$ cat config.mk
export PLATFORM = sky130hd
export DESIGN_NAME = raycast_wall_column_texture_map_flat
export DESIGN_NICKNAME = d
export VERILOG_FILES = /design/src/rtl/rwc_pkg.sv /design/src/rtl/rwc_ifs.sv /design/src/rtl/raycast_wall_column_texture_map.sv /design/src/rtl/rwc_cordic.sv /design/src/rtl/rwc_divider.sv /design/src/flat_wrapper.sv
export SDC_FILE = /design/constraint.sdc
export NUM_CORES = 2
export LEC_CHECK = 0
export BUFFER_PORTS_ARGS = -buffer_cell sky130_fd_sc_hd__buf_2
export CAP_MARGIN = 20
export CORE_ASPECT_RATIO = 0.5
export CORE_MARGIN = 2
export CORE_UTILIZATION = 28
export CTS_BUF_LIST = sky130_fd_sc_hd__clkbuf_8
export DETAILED_ROUTE_END_ITERATION = 8
export PLACE_DENSITY = 0.52
export RECOVER_POWER = 50
export SYNTH_ARGS = -nofsm -noshare
export SYNTH_HDL_FRONTEND = slang
export SYNTH_HIERARCHICAL = 1
export SYNTH_SLANG_ARGS = --single-unit
$ cat constraint.sdc
create_clock -name i_clk -period 30.3 [get_ports i_clk]
set_clock_uncertainty 0.2 [all_clocks]
set_input_delay 7.575 -clock i_clk [delete_from_list [all_inputs] [get_ports i_clk]]
set_output_delay 7.575 -clock i_clk [all_outputs]
set_load 0.02 [all_outputs]
$ cat src/rtl/rwc_pkg.sv
// Shared types, constants and the arctangent table for the raycast wall column unit.
// No dependencies; used by every other file in rtl/.
package rwc_pkg;

    localparam int CORDIC_STEPS = 16;
    localparam int CFG_IDX_W    = 3;
    localparam int ANGLE_BITS   = 16;   // binary angle, 2^ANGLE_BITS per turn

    localparam logic [CFG_IDX_W-1:0] REG_SCREEN_H  = 3'd0;
    localparam logic [CFG_IDX_W-1:0] REG_PROJ_DIST = 3'd1;
    localparam logic [CFG_IDX_W-1:0] REG_TEX_N     = 3'd2;
    localparam logic [CFG_IDX_W-1:0] REG_TEX_S     = 3'd3;
    localparam logic [CFG_IDX_W-1:0] REG_TEX_E     = 3'd4;
    localparam logic [CFG_IDX_W-1:0] REG_TEX_W     = 3'd5;

    localparam logic [1:0] TEX_NORTH = 2'd0;
    localparam logic [1:0] TEX_SOUTH = 2'd1;
    localparam logic [1:0] TEX_EAST  = 2'd2;
    localparam logic [1:0] TEX_WEST  = 2'd3;

    localparam logic MODE_COLUMN = 1'b0;
    localparam logic MODE_ROW    = 1'b1;

    localparam logic [11:0] SCREEN_H_RST  = 12'd600;
    localparam logic [23:0] PROJ_DIST_RST = 24'd177357;
    localparam logic [23:0] TEX_DIMS_RST  = 24'd262208;

    localparam logic [32:0] CORDIC_GAIN_Q30 = 33'd652032874;
    localparam logic [30:0] ONE_Q30         = 31'h4000_0000;
    localparam logic [31:0] THREE_QUARTER   = 32'hC000_0000;
    localparam logic [15:0] HEIGHT_MAX      = 16'hFFFF;
    localparam logic [11:0] FIELD12_MAX     = 12'hFFF;

    typedef struct packed {
        logic                  mode;
        logic [23:0]           ray_distance;
        logic [ANGLE_BITS-1:0] ray_dir;
        logic [ANGLE_BITS-1:0] player_angle;
        logic [23:0]           hit_x;
        logic [23:0]           hit_y;
        logic                  hit_vertical;
        logic                  facing_up;
        logic                  facing_down;
        logic                  facing_left;
        logic                  facing_right;
        logic [11:0]           screen_row;
    } t_in_item;

    typedef struct packed {
        logic        result_kind;
        logic [11:0] wall_top;
        logic [11:0] wall_bottom;
        logic [1:0]  texture_index;
        logic [11:0] tex_column;
        logic [11:0] tex_row;
        logic [15:0] strip_height;
    } t_out_item;

    typedef struct packed {
        logic busy;
        logic done;
    } t_unit_status;

    // atan(2^-i) in 2^32-per-turn units
    function automatic logic [31:0] atan_turn32(input logic [3:0] idx);
        logic [31:0] v;
        case (idx)
            4'd0:    v = 32'd536870912;
            4'd1:    v = 32'd316933406;
            4'd2:    v = 32'd167458907;
            4'd3:    v = 32'd85004756;
            4'd4:    v = 32'd42667331;
            4'd5:    v = 32'd21354465;
            4'd6:    v = 32'd10679838;
            4'd7:    v = 32'd5340245;
            4'd8:    v = 32'd2670163;
            4'd9:    v = 32'd1335087;
            4'd10:   v = 32'd667544;
            4'd11:   v = 32'd333772;
            4'd12:   v = 32'd166886;
            4'd13:   v = 32'd83443;
            4'd14:   v = 32'd41722;
            default: v = 32'd20861;
        endcase
        return v;
    endfunction

endpackage

$ cat src/rtl/rwc_ifs.sv
// Handshake channel interfaces: input items, result items and register writes.
// Depends on rwc_pkg for the payload types.
interface rwc_in_if;
    logic              valid;
    logic              ready;
    rwc_pkg::t_in_item data;
    modport source (output valid, output data, input ready);
    modport sink   (input valid, input data, output ready);
endinterface

interface rwc_out_if;
    logic               valid;
    logic               ready;
    rwc_pkg::t_out_item data;
    modport source (output valid, output data, input ready);
    modport sink   (input valid, input data, output ready);
endinterface

interface rwc_cfg_if;
    logic                           valid;
    logic                           ready;
    logic [rwc_pkg::CFG_IDX_W-1:0]  index;
    logic [23:0]                    wdata;
    modport source (output valid, output index, output wdata, input ready);
    modport sink   (input valid, input index, input wdata, output ready);
endinterface

$ cat src/rtl/raycast_wall_column_texture_map.sv
// Raycast wall column projection and texture mapping, one item at a time over two shared
// iterative units. A column item (mode 0) removes fisheye with a 16-step CORDIC cosine,
// multiplies once for the perpendicular distance and runs the radix-2 divider once for
// the strip height (TILE*plane/perp); the texture offset and the column scale are a mask
// and a shift, so TILE must be a power of two. The divider width is DW = 25 + log2(TILE).
// A ray a quarter turn or more off the view axis skips both units; a zero perpendicular
// distance skips the divider. A row item (mode 1) is one division, skipped when the row
// lies above the strip or no strip is set. The CORDIC and the divider set the time. The
// input is ready only when idle; a finished result waits in the output register, and a
// stalled output holds the sequencer in its last state. Register writes are always
// accepted and must only happen while the block is idle.
module raycast_wall_column_texture_map #(
    parameter int TILE = 64
) (
    input  logic      i_clk,
    input  logic      i_rst_n,
    rwc_in_if.sink    i_in,
    rwc_out_if.source o_out,
    rwc_cfg_if.sink   i_cfg
);
    localparam int DW = 24 + $clog2(TILE) + 1;   // TILE*plane and row*texh both fit
    localparam int VW = 24;
    localparam int TW = $clog2(TILE);
    localparam int OW = $clog2(TILE + 1);        // mirrored offset reaches TILE

    typedef enum logic [7:0] {
        S_IDLE = 8'b00000001,
        S_CORD = 8'b00000010,
        S_MULT = 8'b00000100,
        S_HCHK = 8'b00001000,
        S_HDIV = 8'b00010000,
        S_COLM = 8'b00100000,
        S_ROWD = 8'b01000000,
        S_DONE = 8'b10000000
    } t_state;

    t_state n_state, r_state;

    // configuration
    logic [11:0] r_screen_h;
    logic [23:0] r_proj_dist;
    logic [23:0] r_tex_dims [4];

    // architectural state
    logic [15:0] r_cur_height;
    logic [1:0]  r_cur_tex;

    // item in flight
    logic        r_kind;
    logic [23:0] r_dist;
    logic [15:0] r_off_src;
    logic        r_mirror;
    logic [1:0]  r_tex;
    logic [15:0] r_height;
    logic [23:0] r_perp;
    logic [11:0] r_col;
    logic [11:0] r_trow;

    // shared unit controls
    logic              r_cor_go, n_cor_go;
    logic signed [31:0] r_cor_angle;
    logic              r_div_go, n_div_go;
    logic [DW-1:0]     r_div_a;
    logic [VW-1:0]     r_div_b;

    rwc_pkg::t_unit_status w_cor_st, w_div_st;
    logic [30:0]   w_cos;
    logic [DW-1:0] w_div_q;

    logic          r_out_valid;
    rwc_pkg::t_out_item r_out;

    rwc_cordic u_cordic (
        .i_clk   (i_clk),
        .i_rst_n (i_rst_n),
        .i_start (r_cor_go),
        .i_angle (r_cor_angle),
        .o_status(w_cor_st),
        .o_cos   (w_cos)
    );

    rwc_divider #(.DW(DW), .VW(VW)) u_divider (
        .i_clk      (i_clk),
        .i_rst_n    (i_rst_n),
        .i_start    (r_div_go),
        .i_dividend (r_div_a),
        .i_divisor  (r_div_b),
        .o_status   (w_div_st),
        .o_quotient (w_div_q)
    );

    // ---------------- input decode ----------------
    logic        w_accept;
    logic [31:0] w_adiff;
    logic [31:0] w_d32;
    logic        w_behind;
    logic [1:0]  w_tex_sel;
    logic        w_mirror;
    logic [10:0] w_half;
    logic [14:0] w_cur_h2;
    logic [16:0] w_row_sum;
    logic [16:0] w_row_d;
    logic        w_row_zero;
    logic [11:0] w_tex_w;
    logic [11:0] w_tex_h;

    assign w_accept = i_in.valid && i_in.ready;
    assign i_in.ready = (r_state == S_IDLE);
    assign i_cfg.ready = 1'b1;

    // angle difference mod 2^ANGLE_BITS, scaled to 2^32 per turn
    assign w_adiff = 32'(i_in.data.ray_dir) - 32'(i_in.data.player_angle);
    assign w_d32   = w_adiff << (32 - rwc_pkg::ANGLE_BITS);
    // quarter turn or more off the view axis: cos <= 0
    assign w_behind = (w_d32[31] ^ w_d32[30]) || (w_d32 == rwc_pkg::THREE_QUARTER);

    always_comb begin
        if (i_in.data.facing_up && !i_in.data.hit_vertical)
            w_tex_sel = rwc_pkg::TEX_NORTH;
        else if (i_in.data.facing_down && !i_in.data.hit_vertical)
            w_tex_sel = rwc_pkg::TEX_SOUTH;
        else if (i_in.data.facing_right && i_in.data.hit_vertical)
            w_tex_sel = rwc_pkg::TEX_EAST;
        else
            w_tex_sel = rwc_pkg::TEX_WEST;
    end
    assign w_mirror = (i_in.data.facing_left && i_in.data.hit_vertical)
                   || (i_in.data.facing_down && !i_in.data.hit_vertical);

    assign w_half     = r_screen_h[11:1];
    assign w_cur_h2   = r_cur_height[15:1];
    assign w_row_sum  = {5'd0, i_in.data.screen_row} + {2'd0, w_cur_h2};
    assign w_row_d    = w_row_sum - {6'd0, w_half};
    assign w_row_zero = (r_cur_height == '0) || (w_row_sum < {6'd0, w_half});

    // one dims lookup: the stored strip texture while idle, else the item's decoded texture
    logic [23:0] w_dims;
    assign w_dims  = r_tex_dims[(r_state == S_IDLE) ? r_cur_tex : r_tex];
    assign w_tex_w = w_dims[23:12];
    assign w_tex_h = w_dims[11:0];

    // ---------------- datapath helpers ----------------
    logic [54:0]    w_perp_prod;
    logic [OW-1:0]  w_off_m;
    logic [OW+11:0] w_col_prod;
    logic [15:0]    w_hq_sat;
    logic [11:0]    w_rq_sat;

    assign w_perp_prod = 55'(r_dist) * 55'(w_cos);
    // hit offset mod TILE, mirrored for left facing vertical hits and down facing horizontal hits
    assign w_off_m     = r_mirror ? OW'(TILE) - OW'(r_off_src[TW-1:0])
                                  : OW'(r_off_src[TW-1:0]);
    assign w_col_prod  = (OW + 12)'(w_off_m) * (OW + 12)'(w_tex_w >> TW);
    assign w_hq_sat    = (w_div_q > DW'(rwc_pkg::HEIGHT_MAX)) ? rwc_pkg::HEIGHT_MAX
                                                              : w_div_q[15:0];
    assign w_rq_sat    = (w_div_q > DW'(rwc_pkg::FIELD12_MAX)) ? rwc_pkg::FIELD12_MAX
                                                               : w_div_q[11:0];

    // ---------------- sequencer ----------------
    logic w_out_free;
    assign w_out_free = !r_out_valid || o_out.ready;

    always_comb begin
        n_state  = r_state;
        n_cor_go = 1'b0;
        n_div_go = 1'b0;
        unique case (r_state)
            S_IDLE: if (w_accept) begin
                if (i_in.data.mode == rwc_pkg::MODE_ROW) begin
                    n_state  = w_row_zero ? S_DONE : S_ROWD;
                    n_div_go = !w_row_zero;
                end else begin
                    n_state  = w_behind ? S_COLM : S_CORD;
                    n_cor_go = !w_behind;
                end
            end
            S_CORD: if (w_cor_st.done) n_state = S_MULT;
            S_MULT: n_state = S_HCHK;
            S_HCHK: begin
                n_state  = (r_perp == '0) ? S_COLM : S_HDIV;
                n_div_go = (r_perp != '0);
            end
            S_HDIV: if (w_div_st.done) n_state = S_COLM;
            S_COLM: n_state = S_DONE;
            S_ROWD: if (w_div_st.done) n_state = S_DONE;
            S_DONE: if (w_out_free) n_state = S_IDLE;
            default: n_state = S_IDLE;
        endcase
    end

    always_ff @(posedge i_clk) begin
        if (!i_rst_n) begin
            r_state      <= S_IDLE;
            r_cor_go     <= 1'b0;
            r_div_go     <= 1'b0;
            r_out_valid  <= 1'b0;
            r_cur_height <= '0;
            r_cur_tex    <= rwc_pkg::TEX_NORTH;
            r_screen_h   <= rwc_pkg::SCREEN_H_RST;
            r_proj_dist  <= rwc_pkg::PROJ_DIST_RST;
            r_tex_dims[0] <= rwc_pkg::TEX_DIMS_RST;
            r_tex_dims[1] <= rwc_pkg::TEX_DIMS_RST;
            r_tex_dims[2] <= rwc_pkg::TEX_DIMS_RST;
            r_tex_dims[3] <= rwc_pkg::TEX_DIMS_RST;
        end else begin
            r_state  <= n_state;
            r_cor_go <= n_cor_go;
            r_div_go <= n_div_go;

            if (i_cfg.valid) begin
                unique case (i_cfg.index)
                    rwc_pkg::REG_SCREEN_H:  r_screen_h    <= i_cfg.wdata[11:0];
                    rwc_pkg::REG_PROJ_DIST: r_proj_dist   <= i_cfg.wdata;
                    rwc_pkg::REG_TEX_N:     r_tex_dims[0] <= i_cfg.wdata;
                    rwc_pkg::REG_TEX_S:     r_tex_dims[1] <= i_cfg.wdata;
                    rwc_pkg::REG_TEX_E:     r_tex_dims[2] <= i_cfg.wdata;
                    rwc_pkg::REG_TEX_W:     r_tex_dims[3] <= i_cfg.wdata;
                    default: ;
                endcase
            end

            if (r_state == S_DONE && w_out_free)
                r_out_valid <= 1'b1;
            else if (o_out.ready)
                r_out_valid <= 1'b0;

            if (r_state == S_DONE && w_out_free && r_kind == rwc_pkg::MODE_COLUMN) begin
                r_cur_height <= r_height;
                r_cur_tex    <= r_tex;
            end
        end
    end

    // payload registers
    always_ff @(posedge i_clk) begin
        unique case (r_state)
            S_IDLE: if (w_accept) begin
                r_kind      <= i_in.data.mode;
                r_dist      <= i_in.data.ray_distance;
                r_off_src   <= i_in.data.hit_vertical ? i_in.data.hit_y[23:8]
                                                      : i_in.data.hit_x[23:8];
                r_mirror    <= w_mirror;
                r_tex       <= w_tex_sel;
                r_height    <= rwc_pkg::HEIGHT_MAX;
                r_trow      <= '0;
                r_cor_angle <= signed'(w_d32);
                if (i_in.data.mode == rwc_pkg::MODE_ROW) begin
                    r_div_a <= DW'(w_row_d) * DW'(w_tex_h);
                    r_div_b <= VW'(r_cur_height);
                end
            end
            S_MULT: r_perp <= w_perp_prod[53:30];
            S_HCHK: begin
                r_div_a <= DW'(TILE) * DW'(r_proj_dist);
                r_div_b <= r_perp;
            end
            S_HDIV: if (w_div_st.done) r_height <= w_hq_sat;
            S_COLM: r_col <= w_col_prod[11:0];
            S_ROWD: if (w_div_st.done) r_trow <= w_rq_sat;
            default: ;
        endcase
    end

    // result assembly
    logic [15:0] w_sum;
    assign w_sum = {5'd0, w_half} + {1'b0, r_height[15:1]};

    always_ff @(posedge i_clk) begin
        if (r_state == S_DONE && w_out_free) begin
            r_out.result_kind <= r_kind;
            if (r_kind == rwc_pkg::MODE_COLUMN) begin
                r_out.wall_top <= ({4'd0, w_half} > {1'b0, r_height[15:1]})
                                  ? 12'(w_half - r_height[11:1]) : 12'd0;
                r_out.wall_bottom   <= (w_sum > {4'd0, r_screen_h}) ? r_screen_h
                                                                    : w_sum[11:0];
                r_out.texture_index <= r_tex;
                r_out.tex_column    <= r_col;
                r_out.tex_row       <= '0;
                r_out.strip_height  <= r_height;
            end else begin
                r_out.wall_top      <= '0;
                r_out.wall_bottom   <= '0;
                r_out.texture_index <= r_cur_tex;
                r_out.tex_column    <= '0;
                r_out.tex_row       <= r_trow;
                r_out.strip_height  <= r_cur_height;
            end
        end
    end

    assign o_out.valid = r_out_valid;
    assign o_out.data  = r_out;

    // ---------------- assertions ----------------
    a_units_exclusive: assert property (@(posedge i_clk) disable iff (!i_rst_n)
        !(w_cor_st.busy && w_div_st.busy))
        else $error("cordic and divider busy together");

    a_row_fields_zero: assert property (@(posedge i_clk) disable iff (!i_rst_n)
        (o_out.valid && o_out.data.result_kind) |->
        (o_out.data.wall_top == '0 && o_out.data.tex_column == '0))
        else $error("row result carries column fields");

    a_top_le_bottom: assert property (@(posedge i_clk) disable iff (!i_rst_n)
        (o_out.valid && !o_out.data.result_kind) |->
        (o_out.data.wall_top <= o_out.data.wall_bottom))
        else $error("wall top below wall bottom");

    a_busy_not_ready: assert property (@(posedge i_clk) disable iff (!i_rst_n)
        (w_cor_st.busy || w_div_st.busy) |-> !i_in.ready)
        else $error("input ready while a unit is working");
endmodule

$ cat src/rtl/rwc_cordic.sv
// Iterative rotation-mode CORDIC, one micro-rotation per cycle, giving cos in Q1.30.
// Depends on rwc_pkg (atan table, gain, status type).
module rwc_cordic (
    input  logic                  i_clk,
    input  logic                  i_rst_n,
    input  logic                  i_start,
    input  logic signed [31:0]    i_angle,
    output rwc_pkg::t_unit_status o_status,
    output logic [30:0]           o_cos
);
    logic               r_busy;
    logic               r_done;
    logic [3:0]         r_step;
    logic signed [32:0] r_x;
    logic signed [32:0] r_y;
    logic signed [33:0] r_z;
    logic signed [32:0] w_dx;
    logic signed [32:0] w_dy;
    logic signed [33:0] w_atan;

    assign w_dx   = r_y >>> r_step;
    assign w_dy   = r_x >>> r_step;
    assign w_atan = signed'({2'b00, rwc_pkg::atan_turn32(r_step)});

    always_ff @(posedge i_clk) begin
        if (!i_rst_n) begin
            r_busy <= 1'b0;
            r_done <= 1'b0;
            r_step <= '0;
        end else begin
            r_done <= 1'b0;
            if (i_start) begin
                r_busy <= 1'b1;
                r_step <= '0;
            end else if (r_busy) begin
                r_step <= r_step + 4'd1;
                if (r_step == 4'(rwc_pkg::CORDIC_STEPS - 1)) begin
                    r_busy <= 1'b0;
                    r_done <= 1'b1;
                end
            end
        end
    end

    always_ff @(posedge i_clk) begin
        if (i_start) begin
            r_x <= signed'(rwc_pkg::CORDIC_GAIN_Q30);
            r_y <= '0;
            r_z <= 34'(i_angle);
        end else if (r_busy) begin
            if (!r_z[33]) begin
                r_x <= r_x - w_dx;
                r_y <= r_y + w_dy;
                r_z <= r_z - w_atan;
            end else begin
                r_x <= r_x + w_dx;
                r_y <= r_y - w_dy;
                r_z <= r_z + w_atan;
            end
        end
    end

    // clamp to [0, 1.0]
    always_comb begin
        if (r_x[32])
            o_cos = '0;
        else if (r_x[31:0] > 32'(rwc_pkg::ONE_Q30))
            o_cos = rwc_pkg::ONE_Q30;
        else
            o_cos = r_x[30:0];
    end

    assign o_status.busy = r_busy;
    assign o_status.done = r_done;
endmodule

$ cat src/rtl/rwc_divider.sv
// Restoring radix-2 divider, one quotient bit per cycle.
// Depends on rwc_pkg (status type). Divisor must be nonzero.
module rwc_divider #(
    parameter int DW = 32,
    parameter int VW = 24
) (
    input  logic                  i_clk,
    input  logic                  i_rst_n,
    input  logic                  i_start,
    input  logic [DW-1:0]         i_dividend,
    input  logic [VW-1:0]         i_divisor,
    output rwc_pkg::t_unit_status o_status,
    output logic [DW-1:0]         o_quotient
);
    localparam int CW = $clog2(DW + 1);

    logic          r_busy;
    logic          r_done;
    logic [CW-1:0] r_cnt;
    logic [DW-1:0] r_q;
    logic [VW-1:0] r_rem;
    logic [VW-1:0] r_den;
    logic [VW:0]   w_trial;
    logic [VW:0]   w_diff;

    assign w_trial = {r_rem, r_q[DW-1]};
    assign w_diff  = w_trial - {1'b0, r_den};

    always_ff @(posedge i_clk) begin
        if (!i_rst_n) begin
            r_busy <= 1'b0;
            r_done <= 1'b0;
            r_cnt  <= '0;
        end else begin
            r_done <= 1'b0;
            if (i_start) begin
                r_busy <= 1'b1;
                r_cnt  <= '0;
            end else if (r_busy) begin
                r_cnt <= r_cnt + 1'b1;
                if (r_cnt == CW'(DW - 1)) begin
                    r_busy <= 1'b0;
                    r_done <= 1'b1;
                end
            end
        end
    end

    always_ff @(posedge i_clk) begin
        if (i_start) begin
            r_q   <= i_dividend;
            r_rem <= '0;
            r_den <= i_divisor;
        end else if (r_busy) begin
            if (!w_diff[VW]) begin
                r_rem <= w_diff[VW-1:0];
                r_q   <= {r_q[DW-2:0], 1'b1};
            end else begin
                r_rem <= w_trial[VW-1:0];
                r_q   <= {r_q[DW-2:0], 1'b0};
            end
        end
    end

    assign o_quotient    = r_q;
    assign o_status.busy = r_busy;
    assign o_status.done = r_done;
endmodule

$ cat src/flat_wrapper.sv
// flat-port wrapper written by rule: the top's interface ports become plain ports
module raycast_wall_column_texture_map_flat 
#(
    parameter int TILE = 64
)
  (i_clk, i_rst_n, i_in_valid, i_in_data, i_in_ready, o_out_valid, o_out_data, o_out_ready, i_cfg_valid, i_cfg_index, i_cfg_wdata, i_cfg_ready);
  rwc_in_if i_in_i ();
  rwc_out_if o_out_i ();
  rwc_cfg_if i_cfg_i ();
  input  logic i_clk;
  input  logic i_rst_n;
  input wire logic [$bits(i_in_i.valid)-1:0] i_in_valid;
  input wire logic [$bits(i_in_i.data)-1:0] i_in_data;
  output wire logic [$bits(i_in_i.ready)-1:0] i_in_ready;
  output wire logic [$bits(o_out_i.valid)-1:0] o_out_valid;
  output wire logic [$bits(o_out_i.data)-1:0] o_out_data;
  input wire logic [$bits(o_out_i.ready)-1:0] o_out_ready;
  input wire logic [$bits(i_cfg_i.valid)-1:0] i_cfg_valid;
  input wire logic [$bits(i_cfg_i.index)-1:0] i_cfg_index;
  input wire logic [$bits(i_cfg_i.wdata)-1:0] i_cfg_wdata;
  output wire logic [$bits(i_cfg_i.ready)-1:0] i_cfg_ready;
  assign i_in_i.valid = i_in_valid;
  assign i_in_i.data = i_in_data;
  assign i_in_ready = i_in_i.ready;
  assign o_out_valid = o_out_i.valid;
  assign o_out_data = o_out_i.data;
  assign o_out_i.ready = o_out_ready;
  assign i_cfg_i.valid = i_cfg_valid;
  assign i_cfg_i.index = i_cfg_index;
  assign i_cfg_i.wdata = i_cfg_wdata;
  assign i_cfg_ready = i_cfg_i.ready;
  raycast_wall_column_texture_map #(.TILE(TILE)) u_core (.i_clk(i_clk), .i_rst_n(i_rst_n), .i_in(i_in_i), .o_out(o_out_i), .i_cfg(i_cfg_i));
endmodule
# Word level (Yosys, flattened, before mapping)
# Memories as Yosys holds them, arrays and structs flattened. A register that Yosys moved wholly into a read port is not among the register bits.
# Index checks and enable logic that the tools add are counted.
[classes] n_lt_le_gt_ge=6 n_mux=78 shift=2 reduce_logical=39 n_mul=3 n_eq_ne=22 bitwise=12 add_sub_neg=15
[op_table] operator="2-to-1 mux 31 bit" count=6
[op_table] operator="2-to-1 mux 24 bit" count=7
[op_table] operator="2-to-1 mux 34 bit" count=3
[op_table] operator="adder 33 bit" count=2
[op_table] operator="2-to-1 mux 33 bit" count=2
[op_table] operator=">>> shifter 33 x 4 -> 33 bit" count=2
[op_table] operator="subtractor 33 bit" count=2
[op_table] operator="case mux 8 bit (8 select lines)" count=1
[op_table] operator="case mux 31 bit (2 select lines)" count=1
[op_table] operator="2-to-1 mux 8 bit" count=7
[op_table] operator="multiplier 24 x 31 -> 54 bit" count=1
[op_table] operator="2-to-1 mux 12 bit" count=4
[op_table] operator="2-to-1 mux 16 bit" count=3
[op_table] operator="case mux 24 bit (2 select lines)" count=1
[op_table] operator="2-to-1 mux 42 bit" count=1
[op_table] operator="adder 34 x 33 -> 34 bit" count=1
[op_table] operator="subtractor 34 x 33 -> 34 bit" count=1
[op_table] operator="> comparator 32 x 31 -> 1 bit (second input constant)" count=1
[op_table] operator="2-to-1 mux 1 bit" count=32
[op_table] operator="case mux 16 bit (2 select lines)" count=1
[op_table] operator="> comparator 31 x 12 -> 1 bit (second input constant)" count=1
[op_table] operator="> comparator 31 x 16 -> 1 bit (second input constant)" count=1
[op_table] operator="multiplier 17 x 12 -> 29 bit" count=1
[op_table] operator="subtractor 25 x 24 -> 25 bit" count=1
[op_table] operator="other kinds (51)" count=94
[totals] reg_bits=493 ramBits=96 inputBits=154 mem_count=2 word_cells=220 output_inout_bits=70 rom_bits=480
[memory_table] name="(name not given)" words=16 width=30 read_ports=1 rd_clocked_by_memory_dff=1 wr=0 line="rwc_pkg.sv:67" text="case (idx)"
[memory_table] name="u_core.r_tex_dims" words=4 width=24 read_ports=1 rd_clocked_by_memory_dff=0 wr=4 line="raycast_wall_column_texture_map.sv:42" text="logic [23:0] r_tex_dims [4];"

# Longest topological paths before layout
[depth] depth_word=7 depth_mapped=37 ltp_nobuf=36

# Hierarchy
# Netlist, hierarchy kept.
[modules_own_cells] module="raycast_wall_column_texture_map" cells_per_inst=5022 seq_area_each_um2=10520.1 area_per_inst_um2=48054.8 n_inst=1
[modules_own_cells] module="rwc_cordic" cells_per_inst=1985 seq_area_each_um2=3062.9 area_per_inst_um2=15842.7 n_inst=1
[modules_own_cells] module="rwc_divider" cells_per_inst=474 seq_area_each_um2=2272.2 area_per_inst_um2=4825.9 n_inst=1

# Worst setup path before layout
# No wires, ideal clock.
[synth_timing] path_kind="input to register" start="input i_in_data[1]" end="register u_core.r_div_a[27], data pin" slack_ps=14455 setup_ps=268 n_path_buf=0 cell_stages=33 required_time_ps=29832 arrival_time_ps=15377 path_cell_list="ha_1 > a21o_1 > a21o_1 > a21oi_1 > o21ai_0 > a21oi_1 > o21bai_1 > a21oi_1 > xnor2_1 > ha_1 > a21o_1 > a21oi_1 > a21boi_0 > nand4_1 > xnor2_1 > nand2_1 > fa_1 > fa_1 > inv_1 > fa_1 > fa_1 > inv_1 > fa_1 > inv_1 > ha_1 > and4_1 > a32o_1 > o31ai_1 > a31oi_1 > or4_1 > a31oi_1 > xor2_1 > o21ai_0"
[synth_via] elab_chain_len=6
[synth_rtl] item="start: declaration" line="flat_wrapper.sv:13" text="input wire logic [$bits(i_in_i.data)-1:0] i_in_data;"
[synth_rtl] item="adder 12 x 15 -> 16 bit" line="raycast_wall_column_texture_map.sv:132" text="assign w_row_sum = {5'd0, i_in.data.screen_row} + {2'd0, w_cur_h2};"
[synth_rtl] item="subtractor 17 x 11 -> 17 bit" line="raycast_wall_column_texture_map.sv:133" text="assign w_row_d = w_row_sum - {6'd0, w_half};"
[synth_rtl] item="multiplier 17 x 12 -> 29 bit" line="raycast_wall_column_texture_map.sv:248" text="r_div_a <= DW'(w_row_d) * DW'(w_tex_h);"
[synth_rtl] item="2-to-1 mux 31 bit" line="raycast_wall_column_texture_map.sv:247" text="if (i_in.data.mode == rwc_pkg::MODE_ROW) begin"
[synth_rtl] item="2-to-1 mux 31 bit" line="raycast_wall_column_texture_map.sv:237" text="S_IDLE: if (w_accept) begin"
[synth_rtl] item="case mux 31 bit (2 select lines)" line="raycast_wall_column_texture_map.sv:236" text="unique case (r_state)"
[synth_rtl] item="end signal: assignment" line="raycast_wall_column_texture_map.sv:248"
[synth_rtl] item="end signal: assignment" line="raycast_wall_column_texture_map.sv:254" text="r_div_a <= DW'(TILE) * DW'(r_proj_dist);"
[synth_rtl] item="end: declaration" line="raycast_wall_column_texture_map.sv:63" text="logic [DW-1:0] r_div_a;"
# Every way passes these cells. The select of a mux whose other input is x is not followed.
# A chain may end at the register's enable or synchronous reset.

# Worst setup path after layout
# Same ends and word-level chain as after synthesis.

==> results.sh <==
export IMPL_outcome="finished, violations left"
export IMPL_violations="capacitance limit, slew limit"
export IMPL_grt_pass1_vias=53560
export IMPL_cp_required_ns=30.57
export IMPL_coreArea_um2=243800
export IMPL_tightest_slew_ns=4.050
export IMPL_worst_r2r_path_depth=27
export IMPL_gp_congestion=0.8632
export IMPL_slowest_delay_ns=0.93
export IMPL_drc=0
export IMPL_worst_r2r_endpoint="u_core/r_div_a[27]"
export IMPL_ctsHoldBuffers=0
export IMPL_cts_buffer_depth=3
export IMPL_endpoint_kind="register"
export IMPL_yosysWarnings=6
export IMPL_dieArea_um2=249600
export IMPL_syn_cell_area_um2=68710
export IMPL_finalHoldViolCount=0
export IMPL_grt_total_usage=0.1634
export IMPL_avgViaCountPerCell=4.893
export IMPL_vias=53180
export IMPL_multi_input_comb_area_um2=47640
export IMPL_dpl_cell_area_um2=73170
export IMPL_clk_latency_ns=0.86
export IMPL_min_path_type="register to register"
export IMPL_dpl_hpwl_mm=150.6
export IMPL_slew_headroom=-1.700
export IMPL_setup_worst_path_start_class="input pin"
export IMPL_htree_num_levels=3
export IMPL_drt_first_pass_iters=6
export IMPL_fill_cells=25620
export IMPL_hold_depth=0
export IMPL_syn2layout_area_growth_pct=9.469
export IMPL_grt_max_degree=88
export IMPL_wirelength_mm=206.1
export IMPL_r2r_slack_ns=19.27
export IMPL_final_cell_area_um2=75210
export IMPL_crit_path_frequent_cell="fa_1"
export IMPL_drv_cap=12
export IMPL_cts_buffers=102
export IMPL_initial_utilization=0.2819
export IMPL_die_w_um=704.6
export IMPL_cts_sinks=594
export IMPL_min_from="u_core/r_div_b[22]"
export IMPL_fin_util=0.3086
export IMPL_min_to="u_core/u_divider/r_den[22]"
export IMPL_rsz0062_at_grt="no"
export IMPL_worstPathArrival_ns=16.98
export IMPL_max_freq_mhz=59.84
export IMPL_synth_cells=7479
export IMPL_fin_crit_sh=0.5515
export IMPL_cts_tree="done"
export IMPL_syn_avg_cell_area_um2=9.187
export IMPL_io_buffers=186
export IMPL_ios=224
export IMPL_rows=128
export IMPL_r2r_start="u_core/r_state[3]"
export IMPL_grt_pass1_wl_mm=321.0
export IMPL_cts_resized=0
export IMPL_period_minus_slack_ns=16.71
export IMPL_final_layout_size_suffix_gt1_frac=0.08361
export IMPL_die_h_um=354.3
export IMPL_setup_violations=0
export IMPL_overflow=0
export IMPL_cpMaxStageDelayCell="mux2i_1"
export IMPL_slew_viol_final=539
export IMPL_drtAntennaViolNets=0
export IMPL_fin_nets=8968
export IMPL_drt_iter0_drc=3742
export IMPL_crit_fanout=12
export IMPL_cts_root_buffer="clkbuf_8"
export IMPL_wl_per_cell_um=18.96
export IMPL_startpoint="i_in_data[1]"
export IMPL_seq_area_um2=15860
export IMPL_crit_type="input pin to register"
export IMPL_path_clk_slew_ns=0.06
export IMPL_tns_ns=0
export IMPL_cts_setup_buffers=0
export IMPL_antenna_found_initial=5
==> cells in the final DEF (no fill, tap or decap), drive strengths merged, types with 48 or more instances in the layout <==
cell type  count
o21a          52
nor2b         74
nand2       1035
dfxtp        198
inv         1050
edfxtp       396
nand2b        62
a21oi        355
and2         397
nor3         100
xnor2        179
a31oi         48
xor2         120
ha           468
a21o         114
o21ai        296
nand3         98
mux2          95
mux2i        124
fa           813
or3           60
buf          270
clkbuf       141
nor2         387
==> through the flow <==
stage | worst slack, ns | hold WS (ns) | std cells
global placement | 12.92 | 0.2011 | 10670
floorplan | 14.45 | 0.2003 | 7496
detailed placement | 12.91 | 0.2045 | 10680
global route | 13.03 | 0.1934 | 10870
finish | 13.59 | 0.2051 | 10870
CTS | 13.78 | 0.1920 | 10870
==> flip-flops by register name (all words and copies together) (netlist names), 16 cells and up <==
name	count
u_core/r_cur_height	16
u_core/r_tex_dims	72
u_core/r_height	16
u_core/u_cordic/w_atan	30
u_core/r_dist	24
u_core/u_divider/r_den	24
u_core/r_proj_dist	24
u_core/u_divider/r_rem	24
u_core/r_div_a	30
u_core/o_out.data	67
u_core/u_cordic/r_y	33
u_core/r_div_b	24
u_core/u_divider/o_quotient	31
u_core/r_perp	24
u_core/u_cordic/r_x	33
u_core/r_cor_angle	16
u_core/u_cordic/r_z	34
==> layout make-up <==
type	count	area share
Inverter	1017	0.05075
Multi-Input combinational cell	5521	0.6334
Sequential cell	594	0.2109
Antenna cell	1	0.00003327
Timing Repair Buffer	297	0.02282
Tap cell	3250	0.05406
Clock inverter	76	0.007170
Clock buffer	114	0.02086
==> worst max-delay path by stage <==
stage | slack [ns] | endpoint | cells after the start
after floorplan | 14.45 | u_core/r_div_a[27] | 33
after global placement | 12.92 | u_core/r_div_a[28] | 35
after detailed placement | 12.91 | u_core/r_div_a[28] | 35
after CTS | 13.78 | u_core/r_div_a[28] | 35
after global routing | 13.03 | u_core/r_div_a[26] | 35
final | 13.59 | u_core/r_div_a[27] | 34
==> critical path, delay by kind of cell <==
family / cells / cell delay, ns
compound gates: 15 / 3.15
buf+inv: 4 / 0.31
fa+ha+maj: 8 / 3.43
simple gates: 4 / 1.19
xor+xnor: 2 / 0.41
mux: 1 / 0.93
==> per-layer routing <==
layer  vias to the layer above  part of all wire  global-route usage
met2                      1418              0.46              0.2688
li1                      24880                 -                   -
met1                     26650              0.46              0.2288
met4                         2             0.022             0.03697
met3                       239             0.055             0.02147
met5                         -          0.000078                   0
Power is left out: the tool's default activity adds up to more than one toggle a clock period on the data nets, which glitch-free logic cannot reach.
